File: src/rtl/core/cgi_pkg.sv
package cgi_pkg;

   localparam int POINTS_DEF = 64;

   localparam int FREQ_W    = 32;
   localparam int GAIN_W    = 8;
   localparam int ENTRY_W   = FREQ_W + GAIN_W;
   localparam int IDX_W     = 6;
   localparam int OUT_GAIN_W = 6;
   localparam int STATUS_W  = 2;

   // Divider sizing: |2*df*dg + span| < 2^42, divisor 2*span < 2^33,
   // and the quotient magnitude stays below 2^9.
   localparam int MAG_W  = 42;
   localparam int DIV_W  = 33;
   localparam int QUOT_W = 9;

   localparam int CSR_IDX_W = 1;
   localparam int CSR_W     = 32;

   localparam logic [CSR_IDX_W-1:0] CSR_FREQ_LOW  = 1'd0;
   localparam logic [CSR_IDX_W-1:0] CSR_FREQ_HIGH = 1'd1;

   localparam logic OP_LOAD   = 1'b0;
   localparam logic OP_LOOKUP = 1'b1;

   localparam logic [STATUS_W-1:0] STAT_OK    = 2'd0;
   localparam logic [STATUS_W-1:0] STAT_RANGE = 2'd1;
   localparam logic [STATUS_W-1:0] STAT_NOSEG = 2'd2;
   localparam logic [STATUS_W-1:0] STAT_BIG   = 2'd3;

   localparam int GAIN_MAX = 63;

   typedef struct packed {
      logic              opcode;
      logic [IDX_W-1:0]  point_index;
      logic [FREQ_W-1:0] point_freq;
      logic [GAIN_W-1:0] point_gain;
      logic [FREQ_W-1:0] query_freq;
   } req_type;

   typedef struct packed {
      logic [OUT_GAIN_W-1:0] gain_out;
      logic [STATUS_W-1:0]   status;
      logic [IDX_W-1:0]      segment_index;
   } rsp_type;

   typedef struct packed {
      logic              done;
      logic [QUOT_W-1:0] quot;
      logic              rem_nz;
   } div_result_type;

endpackage

File: src/rtl/core/cgi_ram.sv
module cgi_ram #(
   parameter int WIDTH = 8,
   parameter int DEPTH = 64
) (
   input  logic                     clock,
   input  logic                     wr_en,
   input  logic [$clog2(DEPTH)-1:0] wr_addr,
   input  logic [WIDTH-1:0]         wr_data,
   input  logic                     rd_en,
   input  logic [$clog2(DEPTH)-1:0] rd_addr,
   output logic [WIDTH-1:0]         rd_data
);

   logic [WIDTH-1:0] mem_ff [DEPTH];
   logic [WIDTH-1:0] rd_data_ff;

   always_ff @(posedge clock) begin
      if (wr_en) begin
         mem_ff[wr_addr] <= wr_data;
      end
      if (rd_en) begin
         rd_data_ff <= mem_ff[rd_addr];
      end
   end

   assign rd_data = rd_data_ff;

endmodule

File: src/rtl/core/cgi_div.sv
module cgi_div (
   input  logic                           clock,
   input  logic                           reset,
   input  logic                           start,
   input  logic [cgi_pkg::MAG_W-1:0]      mag,
   input  logic [cgi_pkg::DIV_W-1:0]      divisor,
   output cgi_pkg::div_result_type        result
);

   import cgi_pkg::*;

   localparam int STEP_W = $clog2(QUOT_W + 1);

   logic [MAG_W-1:0]  rem_ff, rem_in;
   logic [MAG_W-1:0]  dsh_ff, dsh_in;
   logic [QUOT_W-1:0] quot_ff, quot_in;
   logic [STEP_W-1:0] step_ff, step_in;
   logic              busy_ff, busy_in;
   logic              done_ff, done_in;

   // Restoring division, one quotient bit per cycle, most significant first.
   always_comb begin
      rem_in  = rem_ff;
      dsh_in  = dsh_ff;
      quot_in = quot_ff;
      step_in = step_ff;
      busy_in = busy_ff;
      done_in = 1'b0;
      if (start) begin
         rem_in  = mag;
         dsh_in  = {{(MAG_W - DIV_W - QUOT_W + 1){1'b0}}, divisor, {(QUOT_W - 1){1'b0}}};
         quot_in = '0;
         step_in = STEP_W'(QUOT_W);
         busy_in = 1'b1;
      end else if (busy_ff) begin
         if (rem_ff >= dsh_ff) begin
            rem_in  = rem_ff - dsh_ff;
            quot_in = {quot_ff[QUOT_W-2:0], 1'b1};
         end else begin
            quot_in = {quot_ff[QUOT_W-2:0], 1'b0};
         end
         dsh_in  = dsh_ff >> 1;
         step_in = step_ff - 1'b1;
         if (step_ff == STEP_W'(1)) begin
            busy_in = 1'b0;
            done_in = 1'b1;
         end
      end
   end

   always_ff @(posedge clock) begin
      if (reset) begin
         busy_ff <= 1'b0;
         done_ff <= 1'b0;
      end else begin
         busy_ff <= busy_in;
         done_ff <= done_in;
      end
   end

   always_ff @(posedge clock) begin
      rem_ff  <= rem_in;
      dsh_ff  <= dsh_in;
      quot_ff <= quot_in;
      step_ff <= step_in;
   end

   assign result = {done_ff, quot_ff, (rem_ff != '0)};

endmodule

File: src/rtl/core/calibration_gain_interpolator_core.sv
// Channel   Direction  Ports                         Moves
// request   in         req_valid, req_stall, req_data  one load or one lookup
// response  out        rsp_valid, rsp_stall, rsp_data  one result per request
// csr       in         csr_write, csr_index, csr_wdata frequency limits
//
// A load, and a lookup rejected by the limits, go straight to the finish state.
// A lookup that scans the table reads one table entry per cycle through the
// single RAM read port, then the serial divider works out the quotient. One
// item is worked on at a time.
// Reset is synchronous and clears control state and the limits; the table RAM
// is not cleared. A stalled result waits in the output register while the next
// request is taken; the block stalls requests only while an item is at work.
module calibration_gain_interpolator_core #(
   parameter int POINTS = cgi_pkg::POINTS_DEF
) (
   input  logic                          clock,
   input  logic                          reset,
   input  logic                          req_valid,
   output logic                          req_stall,
   input  cgi_pkg::req_type              req_data,
   output logic                          rsp_valid,
   input  logic                          rsp_stall,
   output cgi_pkg::rsp_type              rsp_data,
   input  logic                          csr_write,
   input  logic [cgi_pkg::CSR_IDX_W-1:0] csr_index,
   input  logic [cgi_pkg::CSR_W-1:0]     csr_wdata
);

   import cgi_pkg::*;

   localparam int AW = $clog2(POINTS);
   localparam logic [AW-1:0] LAST_ADDR = AW'(POINTS - 1);

   typedef enum logic [7:0] {
      S_IDLE   = 8'b0000_0001,
      S_SCAN   = 8'b0000_0010,
      S_DRAIN  = 8'b0000_0100,
      S_MULT   = 8'b0000_1000,
      S_PREP   = 8'b0001_0000,
      S_DIV    = 8'b0010_0000,
      S_FIX    = 8'b0100_0000,
      S_FINISH = 8'b1000_0000
   } state_type;

   state_type state_ff, state_in;

   logic [FREQ_W-1:0] low_ff, low_in;
   logic [FREQ_W-1:0] high_ff, high_in;
   logic [FREQ_W-1:0] q_ff, q_in;
   logic [AW-1:0]     cnt_ff, cnt_in;
   logic              dvld_ff, dvld_in;
   logic [AW-1:0]     didx_ff, didx_in;
   logic [FREQ_W-1:0] prev_f_ff, prev_f_in;
   logic [GAIN_W-1:0] prev_g_ff, prev_g_in;
   logic              found_ff, found_in;
   logic [AW-1:0]     seg_ff, seg_in;
   logic [FREQ_W-1:0] f0_ff, f0_in;
   logic [FREQ_W-1:0] f1_ff, f1_in;
   logic [GAIN_W-1:0] g0_ff, g0_in;
   logic [GAIN_W-1:0] g1_ff, g1_in;
   logic [FREQ_W+GAIN_W-1:0] p_ff, p_in;
   logic [FREQ_W-1:0] span_ff, span_in;
   logic              negdg_ff, negdg_in;
   logic              negq_ff, negq_in;
   rsp_type           res_ff, res_in;
   logic              rsp_valid_ff, rsp_valid_in;
   rsp_type           rsp_data_ff, rsp_data_in;

   logic               ram_we;
   logic [AW-1:0]      ram_waddr;
   logic [ENTRY_W-1:0] ram_rdata;
   logic               ram_re;
   logic [FREQ_W-1:0]  cur_f;
   logic [GAIN_W-1:0]  cur_g;

   logic                 div_start;
   logic [MAG_W-1:0]     div_mag;
   div_result_type       div_res;

   logic [FREQ_W-1:0]    df;
   logic [GAIN_W:0]      dg;
   logic [GAIN_W-1:0]    abs_dg;
   logic [FREQ_W+GAIN_W:0] twop;
   logic signed [QUOT_W+1:0] delta;
   logic signed [QUOT_W+1:0] gsum;

   logic accept;

   assign accept    = req_valid && !req_stall;
   assign req_stall = (state_ff != S_IDLE);

   assign ram_we    = accept && (req_data.opcode == OP_LOAD) &&
                      (32'(req_data.point_index) < POINTS);
   assign ram_waddr = AW'(req_data.point_index);
   assign ram_re    = (state_ff == S_SCAN);
   assign cur_f     = ram_rdata[ENTRY_W-1:GAIN_W];
   assign cur_g     = ram_rdata[GAIN_W-1:0];

   cgi_ram #(
      .WIDTH (ENTRY_W),
      .DEPTH (POINTS)
   ) u_table (
      .clock   (clock),
      .wr_en   (ram_we),
      .wr_addr (ram_waddr),
      .wr_data ({req_data.point_freq, req_data.point_gain}),
      .rd_en   (ram_re),
      .rd_addr (cnt_ff),
      .rd_data (ram_rdata)
   );

   // Magnitude of 2*df*dg + span; a falling slope gives a negative numerator
   // once 2*df*|dg| exceeds the span.
   assign twop = {p_ff, 1'b0};
   always_comb begin
      div_mag = '0;
      negq_in = negq_ff;
      if (state_ff == S_PREP) begin
         if (!negdg_ff) begin
            div_mag = MAG_W'(twop) + MAG_W'(span_ff);
            negq_in = 1'b0;
         end else if (twop >= (FREQ_W+GAIN_W+1)'(span_ff)) begin
            div_mag = MAG_W'(twop - (FREQ_W+GAIN_W+1)'(span_ff));
            negq_in = 1'b1;
         end else begin
            div_mag = MAG_W'((FREQ_W+GAIN_W+1)'(span_ff) - twop);
            negq_in = 1'b0;
         end
      end
   end

   assign div_start = (state_ff == S_PREP);

   cgi_div u_div (
      .clock   (clock),
      .reset   (reset),
      .start   (div_start),
      .mag     (div_mag),
      .divisor ({span_ff, 1'b0}),
      .result  (div_res)
   );

   assign df     = q_ff - f0_ff;
   assign dg     = {1'b0, g1_ff} - {1'b0, g0_ff};
   assign abs_dg = dg[GAIN_W] ? GAIN_W'(-dg) : dg[GAIN_W-1:0];

   // Floor of a negative quotient rounds away from zero when bits remain.
   always_comb begin
      if (negq_ff) begin
         delta = -($signed({2'b00, div_res.quot}) +
                   $signed({{(QUOT_W+1){1'b0}}, div_res.rem_nz}));
      end else begin
         delta = $signed({2'b00, div_res.quot});
      end
      gsum = $signed({{(QUOT_W+2-GAIN_W){1'b0}}, g0_ff}) + delta;
   end

   always_comb begin
      low_in  = low_ff;
      high_in = high_ff;
      if (csr_write) begin
         unique case (csr_index)
            CSR_FREQ_LOW:  low_in  = csr_wdata;
            CSR_FREQ_HIGH: high_in = csr_wdata;
            default: ;
         endcase
      end
   end

   always_comb begin
      state_in  = state_ff;
      q_in      = q_ff;
      cnt_in    = cnt_ff;
      dvld_in   = (state_ff == S_SCAN);
      didx_in   = cnt_ff;
      prev_f_in = prev_f_ff;
      prev_g_in = prev_g_ff;
      found_in  = found_ff;
      seg_in    = seg_ff;
      f0_in     = f0_ff;
      f1_in     = f1_ff;
      g0_in     = g0_ff;
      g1_in     = g1_ff;
      p_in      = p_ff;
      span_in   = span_ff;
      negdg_in  = negdg_ff;
      res_in    = res_ff;

      rsp_valid_in = rsp_valid_ff && rsp_stall;
      rsp_data_in  = rsp_data_ff;

      // Pair each arriving entry with the one before it; a later match wins.
      if (dvld_ff) begin
         prev_f_in = cur_f;
         prev_g_in = cur_g;
         if ((didx_ff != '0) && (q_ff >= prev_f_ff) && (q_ff < cur_f)) begin
            found_in = 1'b1;
            seg_in   = didx_ff - 1'b1;
            f0_in    = prev_f_ff;
            g0_in    = prev_g_ff;
            f1_in    = cur_f;
            g1_in    = cur_g;
         end
      end

      unique case (state_ff)
         S_IDLE: begin
            if (accept) begin
               res_in = '0;
               unique case (req_data.opcode)
                  OP_LOAD: begin
                     state_in = S_FINISH;
                  end
                  OP_LOOKUP: begin
                     q_in = req_data.query_freq;
                     if ((req_data.query_freq < low_ff) ||
                         (req_data.query_freq > high_ff)) begin
                        res_in.status = STAT_RANGE;
                        state_in      = S_FINISH;
                     end else begin
                        cnt_in   = '0;
                        found_in = 1'b0;
                        state_in = S_SCAN;
                     end
                  end
                  default: ;
               endcase
            end
         end
         S_SCAN: begin
            cnt_in = cnt_ff + 1'b1;
            if (cnt_ff == LAST_ADDR) begin
               state_in = S_DRAIN;
            end
         end
         S_DRAIN: begin
            state_in = S_MULT;
         end
         S_MULT: begin
            if (!found_ff) begin
               res_in.status = STAT_NOSEG;
               state_in      = S_FINISH;
            end else begin
               p_in     = df * abs_dg;
               span_in  = f1_ff - f0_ff;
               negdg_in = dg[GAIN_W];
               state_in = S_PREP;
            end
         end
         S_PREP: begin
            state_in = S_DIV;
         end
         S_DIV: begin
            if (div_res.done) begin
               state_in = S_FIX;
            end
         end
         S_FIX: begin
            res_in.segment_index = IDX_W'(seg_ff);
            if ((gsum > $signed((QUOT_W+2)'(GAIN_MAX))) || (gsum < 0)) begin
               res_in.status = STAT_BIG;
            end else begin
               res_in.status   = STAT_OK;
               res_in.gain_out = OUT_GAIN_W'(gsum);
            end
            state_in = S_FINISH;
         end
         S_FINISH: begin
            if (!rsp_valid_ff || !rsp_stall) begin
               rsp_valid_in = 1'b1;
               rsp_data_in  = res_ff;
               state_in     = S_IDLE;
            end
         end
         default: begin
            state_in = S_IDLE;
         end
      endcase
   end

   always_ff @(posedge clock) begin
      if (reset) begin
         state_ff     <= S_IDLE;
         low_ff       <= '0;
         high_ff      <= '1;
         dvld_ff      <= 1'b0;
         rsp_valid_ff <= 1'b0;
         found_ff     <= 1'b0;
      end else begin
         state_ff     <= state_in;
         low_ff       <= low_in;
         high_ff      <= high_in;
         dvld_ff      <= dvld_in;
         rsp_valid_ff <= rsp_valid_in;
         found_ff     <= found_in;
      end
   end

   always_ff @(posedge clock) begin
      q_ff        <= q_in;
      cnt_ff      <= cnt_in;
      didx_ff     <= didx_in;
      prev_f_ff   <= prev_f_in;
      prev_g_ff   <= prev_g_in;
      seg_ff      <= seg_in;
      f0_ff       <= f0_in;
      f1_ff       <= f1_in;
      g0_ff       <= g0_in;
      g1_ff       <= g1_in;
      p_ff        <= p_in;
      span_ff     <= span_in;
      negdg_ff    <= negdg_in;
      negq_ff     <= negq_in;
      res_ff      <= res_in;
      rsp_data_ff <= rsp_data_in;
   end

   assign rsp_valid = rsp_valid_ff;
   assign rsp_data  = rsp_data_ff;

endmodule
File: config.mk
export PLATFORM = sky130hd
export DESIGN_NAME = calibration_gain_interpolator_core
export DESIGN_NICKNAME = d
export VERILOG_FILES = /design/src/rtl/core/cgi_pkg.sv /design/src/rtl/core/cgi_ram.sv /design/src/rtl/core/cgi_div.sv /design/src/rtl/core/calibration_gain_interpolator_core.sv
export SDC_FILE = /design/constraint.sdc
export NUM_CORES = 2
export LEC_CHECK = 0
export ABC_CLOCK_PERIOD_IN_PS = 15400
export CORE_ASPECT_RATIO = 0.75
export CORE_MARGIN = 4
export CORE_UTILIZATION = 43
export CTS_CLUSTER_SIZE = 28
export DETAILED_ROUTE_END_ITERATION = 8
export DONT_BUFFER_PORTS = 1
export PLACE_DENSITY_LB_ADDON = 0.05
export SLEW_MARGIN = 25
export SYNTH_ARGS = -nofsm -noshare
export SYNTH_HDL_FRONTEND = slang
export SYNTH_SLANG_ARGS = --single-unit
File: constraint.sdc
create_clock -name clock -period 15.4 [get_ports clock]
set_clock_uncertainty 0.05 [all_clocks]
set_input_delay 1.54 -clock clock [delete_from_list [all_inputs] [get_ports clock]]
set_output_delay 1.54 -clock clock [all_outputs]
set_load 0.05 [all_outputs]
==> results.yml <==
worst_setup_path:
  cp_slowest_cell: "xor2_1"
  crit_end: "p_ff[39]"
  worstSetupStartpoint: "q_ff[0]"
  max_stage_delay_ns: 0.68
  reg2reg_from: "q_ff[0]"
  cp-start-kind: "flip-flop"
  crit_arrival_ns: 9.30
  regToRegSetupSlack_ns: 6.67
  critical_path.max_fanout: 8
  critPathKind: "reg -> reg"
  end_kind: "flip-flop"
  timing.rr.end: "p_ff[39]"
  reg2reg_depth: 32
  cp.required_ns: 15.97
synthesis:
  yosysWarnings: 0
  synth_top_area_share_pct: 64.7
  synthArstFlopShare_pct: 0
  syn_area_mm2: 0.136
  syn_inst: 7940
  avgSynthCellArea_um2: 17.2
  ys_top_cells_by_area: "edfxtp_1 (65%), mux4_2 (14%), ha_1 (3.8%)"
  synth_cell_types: 89
  ys_ff_latch: 3045
  yosysTopAreaCell: "edfxtp_1"
  synth-main-ff-cell: "edfxtp_1"
  synth_common_cells: "edfxtp_1 (2940), mux4_2 (840), inv_1 (563)"
  synth_seq_area_share_pct: 66.2
  post-synth-top-count-cell: "edfxtp_1"
  synth-edff-count: 2940
  syn_nets: 8660
floorplanning:
  rows: 178
  die-area_mm2: 0.326
  fp.dieW_um: 658
  core_mm2: 0.315
  start_util_pct: 43.4
  die_height_um: 496
  io_pins: 133
clock_tree:
  cts_setup_buffers: 0
  clkLatencyLatePin_ns: 0.86
  cts-root-buf: "clkbuf_16"
  clkTransAtPathRegs_ns: 0.08
  cts-buffers-inserted: 316
  htreeDepth: 5
  cts_tree: "built"
  cts.path.max_buffers: 4
  holdBufCountCts: 0
  cts_resized: 0
  cts_sinks: 3045
placement:
  place_inst: 12000
  routabilityCongestion: 0.903
  portBuffers: 0
  place_ws_ns: 6.46
  place_hpwl_mm: 255
run_status:
  outcome: "completed"
sta:
  finalHoldViolations: 0
  max_freq_ghz: 0.115
  rsz0062_at_grt: "false"
  layout_setup_ws_ns: 6.67
  finalCriticalPeriod_ns: 8.73
  slew_headroom_pct: 21.2
  worst_slew_pin_slew_ns: 1.17
  report.final.setup_viol: 0
  finalCritPeriodShare_pct: 56.7
  fin_setup_tns_ns: 0
  finalMaxSlewViolations: 0
grt:
  grt_first_pass_wirelength_mm: 578
  grt_max_degree: 115
  antenna_found_initial: 28
  grt_usage_pct: 25.0
  grt_overflow: 0
  grt_pass1_vias: 74000
route:
  drt_first_pass_iters: 5
  met1Wirelength_mm: 198
  totalWireLength_mm: 411
  vias: 74900
  via_per_inst: 5.96
  topRoutingLayerUsed: "met5"
  route.met2.wl_mm: 176
  drc: 0
  wl_per_cell_um: 32.7
  drt_iter0_drc: 8952
  drt.antenna.violating_nets: 0
  wl_met3_mm: 28.3
power:
  max-vdd-ir-drop_uv: 99.9
  powerDensity_mw_per_mm2: 130
  p_leak_nw: 51.3
final_layout:
  syn_to_final_growth_pct: 11.4
  nets: 8809
  instances_no_fill: 12600
  drive_gt1_share_pct: 19.0
  fill_cells: 26500
hold_path:
  hold_class: "reg -> reg"
run:
  cap_violations: 0
## sequential cells by signal (all words and copies together) (netlist names), 40 cells and up
| register | count |
|---|---|
| p_ff | 40 |
| u_div.dsh_ff | 41 |
| u_div.rem_ff | 42 |
| u_table.mem_ff | 2560 |
| u_table.rd_data | 40 |
## through the flow
stage / power (mW) / instance area, um2 / hold slack [ns] / util [%]
floorplan: 11.7 / 136000 / 0.296 / -
global placement: 12.6 / 142000 / 0.354 / 45.2
detailed placement: 12.6 / 142000 / 0.356 / 45.2
CTS: 20.0 / 152000 / 0.367 / 48.3
global route: 20.6 / 152000 / 0.368 / 48.3
finish: 19.8 / 152000 / 0.364 / 48.3
## worst min path at each step
stage,cells past startpoint,to,slack (ns),from
after detailed placement,0,g0_ff[7],0.36,prev_g_ff[7]
after floorplan,0,didx_ff[2],0.30,cnt_ff[2]
after CTS,0,rsp_data[0],0.37,res_ff[0]
final,0,rsp_data[0],0.36,res_ff[0]
after global routing,0,rsp_data[2],0.37,res_ff[2]
after global placement,0,g0_ff[3],0.35,prev_g_ff[3]
## worst max-delay path: cells and delay by family, from the launching register on
kind / cells / cell delay, ns
buf+inv: 5 / 0.29
fa+ha+maj: 7 / 3.05
xor+xnor: 2 / 0.82
flops: 1 / 0.35
compound gates: 14 / 3.42
simple gates: 4 / 0.51
## layer usage
layer / track usage (%) / vias to the layer above
li1: - / 31400
met1: 40.4 / 40200
met2: 35.7 / 2755
met3: 3.63 / 512
met4: 5.26 / 4
met5: 0 / -
## cell families after synthesis
group / synth area share, %
buf+inv: 2.53
compound gates: 4.72
flops: 66.2
xor+xnor: 1.26
simple gates: 4.47
mux: 14.2
fa+ha+maj: 6.56
## final cells by class
cell class	count	area, um2	area share [%]
inverter	567	2130	1.40
clock inverter	150	1300	0.854
sequential	3045	90400	59.5
antenna	11	27.5	0.0181
timing repair buffer	157	1330	0.875
tap	4230	5290	3.48
clock buffer	400	8310	5.47
multi-input combinational	4002	43200	28.4
## cell usage in the layout, fill, tap and decap left out, drive strengths merged, types with 13 or more instances in the layout
cell type / netlist / final
a211oi: 32 / 32
nand4: 53 / 53
or3: 21 / 21
nor4: 30 / 30
dfxtp: 105 / 105
inv: 564 / 578
nand2: 267 / 267
nand3: 79 / 79
o21bai: 43 / 43
o31ai: 15 / 15
a31oi: 23 / 23
bufinv: 0 / 18
clkbuf: 227 / 400
xnor2: 129 / 129
buf: 99 / 157
a21oi: 346 / 346
or2: 48 / 48
nor2: 486 / 486
edfxtp: 2940 / 2940
clkinv: 3 / 111
fa: 188 / 188
o21ai: 240 / 240
and2: 24 / 24
ha: 415 / 415
mux2i: 41 / 41
a2111oi: 13 / 13
o211ai: 23 / 23
nand2b: 70 / 70
mux4: 840 / 840
a211o: 44 / 44
xor2: 65 / 65
o21a: 36 / 36
a21o: 127 / 127
nor2b: 55 / 55
and3: 54 / 54
nor3: 65 / 65
## power by group
group / internal [mW] / switching (mW)
Sequential: 9.22 / 0.0316
Clock: 4.13 / 3.20
Combinational: 1.39 / 1.78
Note: power is estimated with default switching activity, not from simulation.
